===== config.mk =====
export PLATFORM = sky130hd
export DESIGN_NAME = bmg_sqrt
export DESIGN_NICKNAME = d
export VERILOG_FILES = /design/src/rtl/core/box_muller_gaussian_pair_macros.svh /design/src/rtl/core/bmg_pkg.sv /design/src/rtl/core/bmg_sqrt.sv
export SDC_FILE = /design/constraint.sdc
export NUM_CORES = 2
export LEC_CHECK = 0
export BUFFER_PORTS_ARGS = -buffer_cell sky130_fd_sc_hd__buf_2
export CORE_MARGIN = 2
export CORE_UTILIZATION = 50
export CTS_CLUSTER_SIZE = 12
export DETAILED_ROUTE_END_ITERATION = 10
export GPL_TIMING_DRIVEN = 0
export HOLD_SLACK_MARGIN = 0.06
export PLACE_DENSITY = 0.66
export SLEW_MARGIN = 20
export SYNTH_ARGS = -nofsm -noshare
export SYNTH_HDL_FRONTEND = slang
export SYNTH_SLANG_ARGS = --single-unit

===== constraint.sdc =====
create_clock -name clk -period 4.21 [get_ports clk]
set_clock_uncertainty 0.2 [all_clocks]
set_input_delay 0.6315 -clock clk [delete_from_list [all_inputs] [get_ports clk]]
set_output_delay 0.6315 -clock clk [all_outputs]
set_load 0.05 [all_outputs]

===== src/rtl/core/box_muller_gaussian_pair_macros.svh =====
// ----------------------------------------------------------------------------
// Assertion macros for the Box-Muller Gaussian pair generator
// Concurrent checks on clk with asynchronous reset arst_n; empty in synthesis.
// ----------------------------------------------------------------------------
`ifndef BOX_MULLER_GAUSSIAN_PAIR_MACROS_SVH
`define BOX_MULLER_GAUSSIAN_PAIR_MACROS_SVH

`ifndef SYNTHESIS
`define BMG_ASSERT_IMPL(label, ante, cons) \
	label: assert property (@(posedge clk) disable iff (!arst_n) (ante) |-> (cons)) \
		else $error("assertion failed");
`define BMG_ASSERT_NEVER(label, expr) \
	label: assert property (@(posedge clk) disable iff (!arst_n) !(expr)) \
		else $error("assertion failed");
`else
`define BMG_ASSERT_IMPL(label, ante, cons)
`define BMG_ASSERT_NEVER(label, expr)
`endif

`endif


===== src/rtl/core/bmg_pkg.sv =====
// ----------------------------------------------------------------------------
// bmg_pkg
// Types, constants and tables shared by the Gaussian pair pipeline.
// ----------------------------------------------------------------------------
`timescale 1ns / 1ps

package bmg_pkg;

	localparam int RAD_W      = 32;
	localparam int ANG_W      = 16;
	localparam int OUT_W      = 16;
	localparam int LOG_FRAC   = 24;
	localparam int NORM_LAT   = 3;
	localparam int LOG_LAT    = NORM_LAT + LOG_FRAC + 2;
	localparam int SQRT_STEPS = 24;
	localparam int SQRT_W     = 48;
	localparam int ROOT_W     = 24;
	localparam int V_W        = 31;
	localparam int CORDIC_STEPS = 16;
	localparam int CORDIC_LAT = CORDIC_STEPS + 2;
	localparam int FRONT_LAT  = LOG_LAT + SQRT_STEPS;
	localparam int TOTAL_LAT  = FRONT_LAT + CORDIC_LAT;
	localparam int XY_W       = 26;
	localparam int Z_W        = 34;

	localparam logic [30:0] TWO_LN2_Q30     = 31'd1488522236;
	localparam logic [29:0] CORDIC_GAIN_Q30 = 30'd652032874;

	localparam logic [31:0] TURN_ATAN [0:CORDIC_STEPS-1] = '{
		32'd536870912, 32'd316933406, 32'd167458907, 32'd85004756,
		32'd42667331,  32'd21354465,  32'd10679838,  32'd5340245,
		32'd2670163,   32'd1335087,   32'd667544,    32'd333772,
		32'd166886,    32'd83443,     32'd41722,     32'd20861
	};

	typedef struct packed {
		logic [RAD_W-1:0] uniform_radius;
		logic [ANG_W-1:0] uniform_angle;
		logic             last_in;
	} in_word_t;

	typedef struct packed {
		logic signed [OUT_W-1:0] normal_cos;
		logic signed [OUT_W-1:0] normal_sin;
		logic                    last_out;
	} out_word_t;

	typedef struct packed {
		logic             valid;
		logic [ANG_W-1:0] angle;
		logic             last;
	} side_t;

endpackage


===== src/rtl/core/bmg_sqrt.sv =====
// ----------------------------------------------------------------------------
// bmg_sqrt
// Pipelined integer square root, one result bit per stage: floor(sqrt(v<<16)).
// ----------------------------------------------------------------------------
`timescale 1ns / 1ps

module bmg_sqrt (
	input  logic                       clk,
	input  logic [bmg_pkg::V_W-1:0]    v,
	output logic [bmg_pkg::ROOT_W-1:0] root
);
	import bmg_pkg::*;

	logic [SQRT_W-1:0] rem_s [1:SQRT_STEPS];
	logic [SQRT_W-1:0] res_s [1:SQRT_STEPS];

	for (genvar k = 0; k < SQRT_STEPS; k++) begin : g_step
		localparam logic [SQRT_W-1:0] BIT = SQRT_W'(1) << (46 - 2 * k);
		logic [SQRT_W-1:0] rem_in;
		logic [SQRT_W-1:0] res_in;
		logic [SQRT_W-1:0] trial;
		if (k == 0) begin : g_first
			assign rem_in = {1'b0, v, 16'b0};
			assign res_in = '0;
		end else begin : g_next
			assign rem_in = rem_s[k];
			assign res_in = res_s[k];
		end
		assign trial = res_in + BIT;
		always_ff @(posedge clk) begin
			if (rem_in >= trial) begin
				rem_s[k+1] <= rem_in - trial;
				res_s[k+1] <= (res_in >> 1) + BIT;
			end else begin
				rem_s[k+1] <= rem_in;
				res_s[k+1] <= res_in >> 1;
			end
		end
	end

	assign root = res_s[SQRT_STEPS][ROOT_W-1:0];

endmodule


; ---- Word-level counts from Yosys, hierarchy flattened
; Memory sizes are Yosys's and may differ from the RTL's.
; Index checks and enable logic that the tools add are counted.
[totals]
elab_cells = 264
n_memories = 2
out_inout_bits = 24
ramBits = 2304
register_bits = 0
in_bits = 32
[op_classes]
magnitude_cmp = 24
add_sub_neg = 70
bitwise_logic = 48
n_mux = 120
[mem_list]
columns = name, depth, word_bits, read_ports, rd_ports_with_merged_regs, wr, line
row1 = rem_s, 24, 48, 23, 0, 24, bmg_sqrt.sv:14  ; logic [SQRT_W-1:0] rem_s [1:SQRT_STEPS];
row2 = res_s, 24, 48, 24, 0, 24, bmg_sqrt.sv:15  ; logic [SQRT_W-1:0] res_s [1:SQRT_STEPS];
[op_table]
columns = operator, count
row1 = two-way mux 48 bit, 48
row2 = greater-or-equal comparator 48 bit, 23
row3 = subtractor 48 bit, 23
row4 = two-way mux 1 bit, 72
row5 = adder 47 x 1 -> 48 bit (second input constant), 1
row6 = adder 47 x 11 -> 48 bit (second input constant), 1
row7 = adder 47 x 13 -> 48 bit (second input constant), 1
row8 = adder 47 x 15 -> 48 bit (second input constant), 1
row9 = adder 47 x 17 -> 48 bit (second input constant), 1
row10 = adder 47 x 19 -> 48 bit (second input constant), 1
row11 = adder 47 x 21 -> 48 bit (second input constant), 1
row12 = adder 47 x 23 -> 48 bit (second input constant), 1
row13 = adder 47 x 25 -> 48 bit (second input constant), 1
row14 = adder 47 x 27 -> 48 bit (second input constant), 1
row15 = adder 47 x 29 -> 48 bit (second input constant), 1
row16 = adder 47 x 3 -> 48 bit (second input constant), 1
row17 = adder 47 x 31 -> 48 bit (second input constant), 1
row18 = adder 47 x 33 -> 48 bit (second input constant), 1
row19 = adder 47 x 35 -> 48 bit (second input constant), 1
row20 = adder 47 x 37 -> 48 bit (second input constant), 1
row21 = adder 47 x 39 -> 48 bit (second input constant), 1
row22 = adder 47 x 41 -> 48 bit (second input constant), 1
row23 = adder 47 x 43 -> 48 bit (second input constant), 1
row24 = adder 47 x 45 -> 48 bit (second input constant), 1
row25 = other kinds (29), 76

; ---- Logic depth before layout (Yosys ltp)
; An unclocked memory read counts as a cell.
[logic_depth]
ltp_word = 6
depth_mapped = 14
ltp_nobuf = 13

; ---- Worst setup path after synthesis
; OpenSTA, ideal clock, no wires.
[synth_timing]
path_type = register to register
start = register rem_s[0][1060] (netlist name)
end = register rem_s[0][1139] (netlist name)
path_stages_with_launch = 14
setup_ps = 134
path_buffers = 1
slack_ps = 1018
t_arrival_ps = 2858
t_required_ps = 3876
synth_period_minus_slack_ps = 3192
cell_sequence = dfxtp_1 -> ha_1 -> inv_1 -> fa_1 -> nor2b_1 -> o31a_1 -> a2111oi_0 -> o31a_1 -> o211a_1 -> clkbuf_1 -> inv_1 -> o221ai_1 -> nor4_1 -> xor2_1

==> results by group <==
STA
  – RSZ-0062 raised after global routing: no
  – Final setup fails: 0
  – Post-layout minimum cycle time: 3.945 ns
  – Worst Max-Slew Pin Slew: 1.028 ns
  – Max-slew violations: 0
  – PnR worst setup slack: 0.2652 ns
  – Endpoints failing hold: 0
  – Achievable frequency: 253.5 MHz
  – Fin crit share: 0.9370
  – Max_slew headroom: 0.2970

Synthesis
  – Cell count after synthesis: 4669
  – Post-synthesis cell type count: 92
  – Commonest cells post-synth: dfxtp_1, inv_1, nand2_1, nor2_1, ha_1
  – Most instantiated library cell after synthesis: dfxtp_1
  – Area contributors post-synth: dfxtp_1, ha_1, xor2_1
  – Post-synth EDFFs: 0
  – FF+latch count, synth: 1085
  – Synth top area share: 0.4854
  – Post-synth top flop: dfxtp_1
  – Leading area contributor after synthesis: dfxtp_1
  – Synth Warn #: 0
  – Register area share after synthesis: 0.4854
  – Async set or reset register ratio after synthesis: 0
  – Mapped Area: 44750 um2
  – Synth Area per Inst: 9.584 um2

Hold path
  – Worst Hold Class: reg -> reg
  – Min-Delay Path Depth: 0
  – Hold EP: res_s[18][14]$_DFF_P_
  – Hold_sp: res_s[17][15]$_DFF_P_

Critical path
  – CP Launch Type: register
  – RR Startpoint: rem_s[0][1014]$_SDFF_PP0_
  – Worst flop-to-flop path endpoint: rem_s[0][1080]$_DFF_P_
  – Worst Path Required: 4.54 ns
  – Crit Path Class: reg -> reg
  – Worst R2R Setup Slack: 0.27 ns
  – Worst R2R Path Depth: 11
  – CP Data Arrival Time: 4.27 ns
  – Worst Path Max Fanout: 10
  – CP endpoint kind: register

Floorplanning
  – Top-level port count: 56
  – Core Area: 88510 um2
  – Die Ht: 303.2 um
  – Die X: 303.2 um
  – Num rows: 109
  – Starting Density: 0.5055
  – Die Area: 91900 um2

Job
  – Number of max-cap violations: 0

Global route
  – Total gr overflow: 0
  – First-pass GRT wire length: 156400 um
  – Number of global-route vias before repair: 32.40k
  – Initial antenna violation count: 0
  – Largest net degree at the start of global routing: 17
  – Total GRT Usage: 0.2089

Place
  – Dpl hpwl: 74590 um
  – Pre-CTS setup slack: -0.3713 ns
  – GPL Wtd Cong: 0.8806
  – Dpl cells: 5889
  – PortBufs: 54

Power and ir drop
  – Power per Cell Area: 655.3 nW/um2
  – Pleak: 23.23 nW
  – Worst vdd ir: 0.0004726 V

Layout
  – Synthesis-to-finish area growth: 12.13%
  – # diodes: 0
  – Nets: 5208
  – Share of layout cells above drive strength 1: 0.06291
  – Fin util: 0.5669
  – Final std cells w/o fill: 6093

Status
  – Status: finished clean

Clock tree
  – Clock sinks: 1085
  – Reg clk slew, reported paths: 0.06 ns
  – Worst-skew pair later-pin latency: 0.69 ns
  – CTS Buf Count: 108
  – CTS tree: built
  – H-Tree Depth: 3
  – CTS root buffer: clkbuf_16
  – Bufs on Longest Clock Path: 3

Route
  – DRC: 0
  – Via count of the routed design: 32.25k
  – Starting DRT DRC Count: 1437
  – WL final: 95800 um
  – Vias/cell: 5.293
  – 1st-pass router iterations: 5
  – WL/cell: 15.72 um
  – DRT antenna net count: 0
[repair_timing]
| item | 4_1_cts | 5_1_grt |
|---|---|---|
| hold endpoints to repair | 31 | 0 |
| setup buffers | 0 | 0 |
| endpoints found under the setup margin | 18 | 53 |
| hold buffers | 31 | 0 |
| gates resized for setup | 1 | 9 |
[logic make-up (layout without fill, tap and decap cells)]
logic type / count (synthesis) / count (layout) / share of synthesized area
AND/OR/NAND/NOR: 1351 / 1351 / 0.1536
flip-flops: 1085 / 1085 / 0.4854
AO/OA/AOI/OAI: 953 / 953 / 0.1335
buffers and inverters: 483 / 741 / 0.04183
XOR/XNOR: 446 / 446 / 0.08747
adder cells (fa/ha/maj): 312 / 312 / 0.08842
multiplexers: 38 / 38 / 0.009703
other: 1 / 2 / 0.00008381
[stage by stage]
step	instance area [um2]	hold WS, ns	total power [mW]	TNS [ns]
after floorplan	44750	0.1224	21.64	0
after global placement	46480	0.1327	23.82	-3.054
after detailed placement	46480	0.1317	23.94	-2.617
after CTS	50140	0.1409	33.03	0
after global routing	50170	0.1486	34.96	0
final	50170	0.1457	32.88	0
[how the worst max path moves through the flow]
| stage | start | to | slack [ns] |
|---|---|---|---|
| after floorplan | rem_s[0][1060]$_SDFF_PP0_ | rem_s[0][1139]$_DFF_P_ | 1.02 |
| after global placement | rem_s[0][1060]$_SDFF_PP0_ | rem_s[0][1141]$_DFF_P_ | -0.38 |
| after detailed placement | rem_s[0][1060]$_SDFF_PP0_ | rem_s[0][1141]$_DFF_P_ | -0.37 |
| after CTS | rem_s[0][830]$_SDFF_PP0_ | rem_s[0][894]$_DFF_P_ | 0.03 |
| after global routing | rem_s[0][922]$_SDFF_PP0_ | rem_s[0][992]$_DFF_P_ | 0.03 |
| final | rem_s[0][1014]$_SDFF_PP0_ | rem_s[0][1080]$_DFF_P_ | 0.27 |
[layout by cell type (no fill, tap or decap), types with 21 or more instances in the layout]
cell,instances
clkbuf_1,89
nor2b_1,43
nor4_1,116
mux2_2,31
xnor2_1,199
clkbuf_8,23
nand2_1,316
or4_1,48
dfxtp_1,1085
a21o_1,102
nand2b_1,55
a211oi_1,28
buf_2,65
inv_1,390
o21a_1,51
a21oi_1,275
nand3_1,76
or2_2,21
clkbuf_16,108
or3_1,54
nand4_1,56
nor2_1,312
xor2_1,246
o31ai_1,39
o21bai_1,27
dlygate4sd3_1,31
nor3_1,145
o21ai_0,261
a31oi_1,21
ha_1,305
[critical path: stages (launching register included)]
cell and delay, ns:
dfxtp_1 0.36, ha_1 0.24, fa_1 0.41, a21o_1 0.21
a221oi_1 0.50, o22ai_1 0.34, nand4_1 0.29, nand4b_1 0.25
clkbuf_1 0.37, clkbuf_1 0.37, nor2_1 0.17, a21oi_1 0.05
[sequential cells by signal, summed over array words and instances (netlist names)]
signal	cells
rem_s	785
res_s	300
[power by group]
part,internal (mW),leakage (nW),switching [mW]
registers,13.0,9.06,2.08
clock network,5.16,1.64,3.83
logic,4.02,12.5,4.81
[final cells by class]
class                           count  area [um2]
Timing Repair Buffer               85       580.6
Tap cell                         1165        1458
Fill cell                        7744       38340
Buffer                             90       397.9
Clock buffer                      157        3117
Inverter                          392        1471
Clock inverter                     17       232.7
Sequential cell                  1085       21720
Multi-Input combinational cell   3102       21200
[layer usage]
layer | wire length, um | GRT usage
met2 | 50240 | 0.4044
met1 | 38730 | 0.2212
met5 | 0 | 0
met4 | 4129 | 0.09453
met3 | 2704 | 0.03077
No activity file was read; power rests on OpenSTA's default activity.
