## src/rtl/core/box_muller_gaussian_pair_macros.svh

```systemverilog
// ----------------------------------------------------------------------------
// Assertion macros for the Box-Muller Gaussian pair generator
// Concurrent checks on clk with asynchronous reset arst_n; empty in synthesis.
// ----------------------------------------------------------------------------
`ifndef BOX_MULLER_GAUSSIAN_PAIR_MACROS_SVH
`define BOX_MULLER_GAUSSIAN_PAIR_MACROS_SVH

`ifndef SYNTHESIS
`define BMG_ASSERT_IMPL(label, ante, cons) \
	label: assert property (@(posedge clk) disable iff (!arst_n) (ante) |-> (cons)) \
		else $error("assertion failed");
`define BMG_ASSERT_NEVER(label, expr) \
	label: assert property (@(posedge clk) disable iff (!arst_n) !(expr)) \
		else $error("assertion failed");
`else
`define BMG_ASSERT_IMPL(label, ante, cons)
`define BMG_ASSERT_NEVER(label, expr)
`endif

`endif

```

## src/rtl/core/bmg_pkg.sv

```systemverilog
// ----------------------------------------------------------------------------
// bmg_pkg
// Types, constants and tables shared by the Gaussian pair pipeline.
// ----------------------------------------------------------------------------
`timescale 1ns / 1ps

package bmg_pkg;

	localparam int RAD_W      = 32;
	localparam int ANG_W      = 16;
	localparam int OUT_W      = 16;
	localparam int LOG_FRAC   = 24;
	localparam int NORM_LAT   = 3;
	localparam int LOG_LAT    = NORM_LAT + LOG_FRAC + 2;
	localparam int SQRT_STEPS = 24;
	localparam int SQRT_W     = 48;
	localparam int ROOT_W     = 24;
	localparam int V_W        = 31;
	localparam int CORDIC_STEPS = 16;
	localparam int CORDIC_LAT = CORDIC_STEPS + 2;
	localparam int FRONT_LAT  = LOG_LAT + SQRT_STEPS;
	localparam int TOTAL_LAT  = FRONT_LAT + CORDIC_LAT;
	localparam int XY_W       = 26;
	localparam int Z_W        = 34;

	localparam logic [30:0] TWO_LN2_Q30     = 31'd1488522236;
	localparam logic [29:0] CORDIC_GAIN_Q30 = 30'd652032874;

	localparam logic [31:0] TURN_ATAN [0:CORDIC_STEPS-1] = '{
		32'd536870912, 32'd316933406, 32'd167458907, 32'd85004756,
		32'd42667331,  32'd21354465,  32'd10679838,  32'd5340245,
		32'd2670163,   32'd1335087,   32'd667544,    32'd333772,
		32'd166886,    32'd83443,     32'd41722,     32'd20861
	};

	typedef struct packed {
		logic [RAD_W-1:0] uniform_radius;
		logic [ANG_W-1:0] uniform_angle;
		logic             last_in;
	} in_word_t;

	typedef struct packed {
		logic signed [OUT_W-1:0] normal_cos;
		logic signed [OUT_W-1:0] normal_sin;
		logic                    last_out;
	} out_word_t;

	typedef struct packed {
		logic             valid;
		logic [ANG_W-1:0] angle;
		logic             last;
	} side_t;

endpackage

```

## src/rtl/core/bmg_cordic.sv

```systemverilog
// ----------------------------------------------------------------------------
// bmg_cordic
// Gain scale, 16-stage rotation CORDIC, quadrant fold and Q4.12 rounding.
// ----------------------------------------------------------------------------
`timescale 1ns / 1ps

module bmg_cordic (
	input  logic                       clk,
	input  logic                       arst_n,
	input  logic [bmg_pkg::ROOT_W-1:0] root,
	input  bmg_pkg::side_t             side,
	output logic                       done,
	output bmg_pkg::out_word_t         result
);
	import bmg_pkg::*;

	logic [ANG_W:0]   asum;
	logic [53:0]      gprod;
	logic signed [XY_W-1:0] x_s [0:CORDIC_STEPS];
	logic signed [XY_W-1:0] y_s [0:CORDIC_STEPS];
	logic signed [Z_W-1:0]  z_s [0:CORDIC_STEPS];
	logic [1:0]             q_s [0:CORDIC_STEPS];
	logic                   l_s [0:CORDIC_STEPS];
	logic                   vld_s [0:CORDIC_STEPS];
	logic signed [XY_W-1:0] oc, os;
	out_word_t              res_q;
	logic                   done_q;

	function automatic logic signed [OUT_W-1:0] to_q412(input logic signed [XY_W-1:0] a);
		logic signed [XY_W:0]   b;
		logic signed [XY_W-8:0] c;
		b = {a[XY_W-1], a} + 27'sd128;
		c = b[XY_W:8];
		if (c > 19'sd32767)
			return 16'sh7fff;
		else if (c < -19'sd32768)
			return 16'sh8000;
		else
			return c[OUT_W-1:0];
	endfunction

	assign asum  = {1'b0, side.angle} + 17'd8192;
	assign gprod = 54'(root) * 54'(CORDIC_GAIN_Q30) + 54'(30'h2000_0000);

	always_ff @(posedge clk) begin
		x_s[0] <= XY_W'($signed({2'b00, gprod[53:30]}));
		y_s[0] <= '0;
		z_s[0] <= Z_W'($signed({~asum[13], asum[12:0], 16'b0}));
		q_s[0] <= asum[15:14];
		l_s[0] <= side.last;
	end

	always_ff @(posedge clk or negedge arst_n) begin
		if (!arst_n) begin
			vld_s[0] <= 1'b0;
		end else begin
			vld_s[0] <= side.valid;
		end
	end

	for (genvar i = 0; i < CORDIC_STEPS; i++) begin : g_rot
		logic signed [Z_W-1:0] ang;
		assign ang = Z_W'($signed({1'b0, TURN_ATAN[i]}));
		always_ff @(posedge clk) begin
			if (!z_s[i][Z_W-1]) begin
				x_s[i+1] <= x_s[i] - (y_s[i] >>> i);
				y_s[i+1] <= y_s[i] + (x_s[i] >>> i);
				z_s[i+1] <= z_s[i] - ang;
			end else begin
				x_s[i+1] <= x_s[i] + (y_s[i] >>> i);
				y_s[i+1] <= y_s[i] - (x_s[i] >>> i);
				z_s[i+1] <= z_s[i] + ang;
			end
			q_s[i+1] <= q_s[i];
			l_s[i+1] <= l_s[i];
		end
		always_ff @(posedge clk or negedge arst_n) begin
			if (!arst_n) begin
				vld_s[i+1] <= 1'b0;
			end else begin
				vld_s[i+1] <= vld_s[i];
			end
		end
	end

	always_comb begin
		case (q_s[CORDIC_STEPS])
			2'd1: begin
				oc = -y_s[CORDIC_STEPS];
				os = x_s[CORDIC_STEPS];
			end
			2'd2: begin
				oc = -x_s[CORDIC_STEPS];
				os = -y_s[CORDIC_STEPS];
			end
			2'd3: begin
				oc = y_s[CORDIC_STEPS];
				os = -x_s[CORDIC_STEPS];
			end
			default: begin
				oc = x_s[CORDIC_STEPS];
				os = y_s[CORDIC_STEPS];
			end
		endcase
	end

	always_ff @(posedge clk) begin
		res_q.normal_cos <= to_q412(oc);
		res_q.normal_sin <= to_q412(os);
		res_q.last_out   <= l_s[CORDIC_STEPS];
	end

	always_ff @(posedge clk or negedge arst_n) begin
		if (!arst_n) begin
			done_q <= 1'b0;
		end else begin
			done_q <= vld_s[CORDIC_STEPS];
		end
	end

	assign done   = done_q;
	assign result = res_q;

endmodule

```

## config.mk

```make
export PLATFORM = sky130hd
export DESIGN_NAME = bmg_cordic
export DESIGN_NICKNAME = d
export VERILOG_FILES = /design/src/rtl/core/box_muller_gaussian_pair_macros.svh /design/src/rtl/core/bmg_pkg.sv /design/src/rtl/core/bmg_cordic.sv
export SDC_FILE = /design/constraint.sdc
export NUM_CORES = 2
export LEC_CHECK = 0
export BUFFER_PORTS_ARGS = -buffer_cell sky130_fd_sc_hd__clkbuf_2
export CAP_MARGIN = 20
export CELL_PAD_IN_SITES_DETAIL_PLACEMENT = 1
export CELL_PAD_IN_SITES_GLOBAL_PLACEMENT = 1
export CORE_MARGIN = 5
export CORE_UTILIZATION = 46
export CTS_CLUSTER_SIZE = 20
export DETAILED_ROUTE_END_ITERATION = 8
export GPL_TIMING_DRIVEN = 1
export HOLD_SLACK_MARGIN = 0.05
export PLACE_DENSITY = 0.82
export SYNTH_ARGS = -nofsm -noshare
export SYNTH_HDL_FRONTEND = slang
export SYNTH_SLANG_ARGS = --single-unit
```

## constraint.sdc

```tcl
create_clock -name clk -period 4.54 [get_ports clk]
set_clock_uncertainty 0.15 [all_clocks]
set_input_delay 0.908 -clock clk [delete_from_list [all_inputs] [get_ports clk]]
set_output_delay 0.908 -clock clk [all_outputs]
set_load 0.01 [all_outputs]
```

# ---- Word level (Yosys, flattened, before mapping)
# Memory sizes are Yosys's and may differ from the RTL's. A register that Yosys moved wholly into a read port is not among the register bits.
# Index checks and enable logic that the tools add are counted.
dict set report totals {
  ff_bits 50
  mem_bits_rw 1513
  inputBits 44
  output_inout_bits 34
  elab_cells 267
  mem_count 5
}
dict set report op_classes {
  n_addsub 101
  multipliers 1
  magnitude_cmp 4
  eq_ne 3
  mux 84
  n_bitwise 49
}
# memory words width rd rd_clocked_by_memory_dff wr line
set mem_list {}
lappend mem_list {z_s 17 34 16 0 17 bmg_cordic.sv:21} ;# logic signed [Z_W-1:0] z_s [0:CORDIC_STEPS];
lappend mem_list {x_s 17 26 17 0 17 bmg_cordic.sv:19} ;# logic signed [XY_W-1:0] x_s [0:CORDIC_STEPS];
lappend mem_list {y_s 17 26 17 0 17 bmg_cordic.sv:20} ;# logic signed [XY_W-1:0] y_s [0:CORDIC_STEPS];
lappend mem_list {q_s 17 2 17 0 17 bmg_cordic.sv:22} ;# logic [1:0] q_s [0:CORDIC_STEPS];
lappend mem_list {l_s 17 1 17 1 17 bmg_cordic.sv:23} ;# logic l_s [0:CORDIC_STEPS];
# operator count
set ops {}
lappend ops {{$mux W26} 32}
lappend ops {{$mux W34} 16}
lappend ops {{$pmux W26 S3} 2}
lappend ops {{$add A26 B9 Y27 const B} 2}
lappend ops {{$add A54 B30 Y54 const B} 1}
lappend ops {{$mul A24 B29 Y53 const B} 1}
lappend ops {{$add A26 B11 Y26} 2}
lappend ops {{$add A26 B12 Y26} 2}
lappend ops {{$add A26 B13 Y26} 2}
lappend ops {{$add A26 B14 Y26} 2}
lappend ops {{$add A26 B15 Y26} 2}
lappend ops {{$add A26 B16 Y26} 2}
lappend ops {{$add A26 B17 Y26} 2}
lappend ops {{$add A26 B18 Y26} 2}
lappend ops {{$add A26 B19 Y26} 2}
lappend ops {{$add A26 B20 Y26} 2}
lappend ops {{$add A26 B21 Y26} 2}
lappend ops {{$add A26 B22 Y26} 2}
lappend ops {{$add A26 B23 Y26} 2}
lappend ops {{$add A26 B24 Y26} 2}
lappend ops {{$add A26 B25 Y26} 2}
lappend ops {{$neg A26 Y26} 2}
lappend ops {{$sub A26 B11 Y26} 2}
lappend ops {{$sub A26 B12 Y26} 2}
lappend ops {{56 further kinds} 152}

# ---- Logic depth before layout (Yosys ltp)
# An unclocked memory read counts as a cell.
dict set report depth {
  depth_word 6
  ltp_mapped 30
  mapped_depth_nobuf 30
}

# ---- Least setup slack after synthesis
# Ideal clock, no wire load.
dict set report synth_timing {
  path_type {input port to flip-flop}
  from {in root[4] in the netlist's numbering}
  to {mem x_s[0][23]}
  setup_time_ns 0.122
  arrival_ns 8.400
  required_time_ns 4.268
  path_slack_ns -4.132
  path_stages 27
  n_path_buf 0
  cell_sequence {inv_1 -> ha_1 -> inv_1 -> fa_1 -> inv_1 -> fa_1 -> inv_1 -> fa_1 -> fa_1 -> fa_1 -> inv_1 -> fa_1 -> inv_1 -> ha_1 -> and3_1 -> nand3_1 -> a211o_1 -> or2_2 -> o21a_1 -> o21ai_0 -> nand2_1 -> o311ai_0 -> nand4_1 -> nor4_1 -> or4b_2 -> o211ai_1 -> xnor2_1}
}
# element line
set synth_lines {}
lappend synth_lines {{from (decl)} bmg_cordic.sv:10} ;# input logic [bmg_pkg::ROOT_W-1:0] root,
lappend synth_lines {{to (decl)} bmg_cordic.sv:19}

==> flow_summary.yaml <==
outcome:
  status: "finished with violations"
  violations: "negative setup slack"
critical_path:
  worst_ep_required_time_ps: 5140
  worstSetupPathType: "input port to flip-flop"
  endpoint_kind: "flip-flop"
  crit_arrival_ps: 8480
  crit_path_max_fanout: 6
  start_kind: "input port"
synthesis:
  ys_ff_latch: 1400
  synth_edf_count: 0
  syn_avg_cell_area_um2: 8.84
  async_flop_share_pct: 1.29
  synthDistinctLibCells: 91
  synthCells: 12000
  syn_nets: 13800
  synth_warnings: 0
  syn_area_um2: 106000
  ys_seq_area_share_pct: 26.5
  synthFlopType: "dfxtp_1"
global_route:
  gr-total-overflow: 0
  use_met2_pct: 49.9
  grt_use_met3_pct: 2.94
  grt_use_met1_pct: 31.5
  grt_pass1_vias: 101000
  grt_max_degree: 42
  top_usage_layer: "met2"
  grt_use_total_pct: 26.8
  grt_pass1_wl_um: 535000
  antenna_found_initial: 10
placement:
  hpwlAfterDp_um: 263000
  port_buffers: 77
  place.gp.congestion: 0.925
sta:
  fmax_ghz: 0.127
  worst_slew_pin_slew_ps: 1030
  maxSlewViolCount: 0
  rsz0062_at_grt: "yes"
  post-route-min-period_ps: 7880
  finalWorstSetupSlack_ps: -3340
  finalSetupViolCount: 41
  hold_viol_final: 0
  fin_crit_sh_pct: 174
  whs_ps: 121
  slew-limit-headroom_pct: 31.0
clock_network:
  htreeDepth: 4
  cts.path.max_buffers: 3
  clk-insertion-delay-late_ps: 850
  clk_pin_slew_ps: 60
  cts_root_buffer: "clkbuf_16"
  cts_tree: "built"
  clock_sinks: 1400
  numCtsBuffers: 165
final_layout:
  seqCellArea_um2: 28200
  multi_input_area_um2: 77400
  area_growth_pct: 19.7
  drive_above_1_share_pct: 16.0
  num-fill-cells: 26300
  nNetsFinal: 14900
floorplan:
  fp.dieW_um: 490
  die_y_um: 490
  die_area_um2: 240000
  rows: 176
  coreArea_um2: 230000
  ios: 78
  start_util_pct: 46.1
detailed_routing:
  drc: 0
  wirelength_um: 345000
  vias: 93500
  vias_per_cell: 5.76
  drtIter0Drc: 4762
  dr.pass1.iters: 6
  ant_nets: 0
  wl_per_cell_um: 21.2
min_path:
  hold_class: "input port to flip-flop"
run:
  maxCapViolCount: 0
-- final timing paths --
| kind | slack [ps] | start | cells past startpoint | end |
|---|---|---|---|---|
| max in group asynchronous | 3540 | arst_n | 2 | vld_s[3] |
| hold reg to reg | 170 | q_s[0][2] | 0 | q_s[0][4] |
| min in group asynchronous | 410 | arst_n | 2 | vld_s[15] |
| setup / recovery | -3340 | root[13] | 28 | x_s[0][23] |
| hold / removal | 120 | side[16] | 2 | q_s[0][1] |
| setup reg to reg | -250 | x_s[16][9] | 14 | result[29] |
-- cells by family (layout without fill, tap and decap cells) --
family	count (synthesis)	in the layout	synth area share (%)
compound gates	2817	2818	17.1
xor+xnor	1568	1568	13.0
fa+ha+maj	1766	1766	23.2
buf+inv	1050	2268	3.74
flops	1400	1400	26.5
mux	125	125	1.56
other cells	0	1	0
simple gates	3269	3269	14.9
-- critical path, stage by stage --
cell and delay, ps:
clkbuf_8 130, buf_4 150, ha_4 250, buf_12 130, buf_4 130, fa_1 560, fa_1 460, fa_1 590
fa_1 450, fa_1 550, inv_1 70, fa_1 570, inv_1 90, ha_4 270, a21oi_4 150, nand2_2 120
a221oi_4 360, o21a_1 230, o21a_4 190, o211ai_1 170, and3_1 260, nor4_4 320, nand4_1 190, buf_4 190
nor4_4 220, or4b_4 510, o211ai_1 140, xnor2_1 140
-- placed cells by master (no fill, tap or decap), drive strengths merged, types with 60 or more instances in the layout --
cell type / synthesis / layout
nor2: 1106 / 1106
or3: 124 / 124
a211oi: 114 / 114
xnor2: 1088 / 1088
clkbuf: 109 / 291
a31oi: 100 / 100
nand2: 493 / 493
xor2: 479 / 479
dfxtp: 1382 / 1382
o21a: 200 / 201
nor4: 72 / 72
nor3: 469 / 469
o31ai: 60 / 60
o21ai: 456 / 456
nand2b: 164 / 164
a21oi: 954 / 954
o21bai: 136 / 136
inv: 901 / 913
and3: 115 / 115
o41ai: 61 / 61
ha: 1436 / 1436
fa: 330 / 330
a21o: 316 / 316
nand3: 277 / 277
nor2b: 180 / 180
buf: 39 / 968
-- synth_stat cells (53+ instances only) --
master	instances	share of area, %
ha_1	1436	17
dfxtp_1	1382	26
nor2_1	1106	3.9
xnor2_1	1088	9.0
a21oi_1	954	4.5
inv_1	900	3.2
nand2_1	493	1.7
xor2_1	479	4.0
nor3_1	469	2.2
o21ai_0	433	2.0
fa_1	330	6.2
a21o_1	315	2.2
nand3_1	277	1.3
o21a_1	199	1.4
nor2b_1	180	1.1
nand2b_1	163	0.96
o21bai_1	136	0.96
or3_1	122	0.72
and3_1	115	0.68
a211oi_1	114	0.81
clkbuf_1	109	0.39
a31oi_1	100	0.59
nor4_1	69	0.41
o41ai_1	61	0.50
o31ai_1	60	0.42
o211ai_1	57	0.40
mux2i_1	53	0.50
-- metrics by stage --
step	worst slack [ps]	area, µm²	instances	utilization (%)	TNS (ps)
final	-3340	127000	16200	55.2	-63970
after CTS	-2990	124000	16200	54.1	-56740
after global placement	-4090	116000	15800	50.6	-87700
after global routing	-3480	127000	16200	55.2	-70670
after floorplan	-3410	106000	12000	-	-62100
after detailed placement	-4280	116000	15800	50.6	-101390
-- sequential cells by signal (all words and copies together) (netlist names) --
signal / cells
q_s: 34
z_s: 445
l_s: 17
x_s: 437
vld_s: 17
done: 1
y_s: 416
result: 33
-- metal layers --
metal / routed length [µm] / part of all wire [%] / vias to the layer above
met1: 142000 / 41 / 46400
met2: 178000 / 52 / 1930
li1: - / - / 44400
met4: 14300 / 4.1 / 0
met3: 10700 / 3.1 / 804
met5: 0 / 0 / -
-- layout make-up --
cell class,instances,area share [%]
clock buffers,215,3.66
diodes,1,0.00197
repair buffers,1060,6.48
clock inverters,91,0.921
inverters,902,2.68
flip-flops and latches,1400,22.2
multi-input cells,9546,61.0
well taps,3026,2.99
-- timing repair --
item	in CTS	in global routing
gates cloned	1	1
gates resized for setup	375	461
pin swaps	198	227
endpoints found under the setup margin	121	208
hold buffers	16	0
buffers inserted	65	80
hold endpoints to repair	33	0
Power is left out: the tool's default activity adds up to more than one toggle a clock period on the data nets, which glitch-free logic cannot reach.
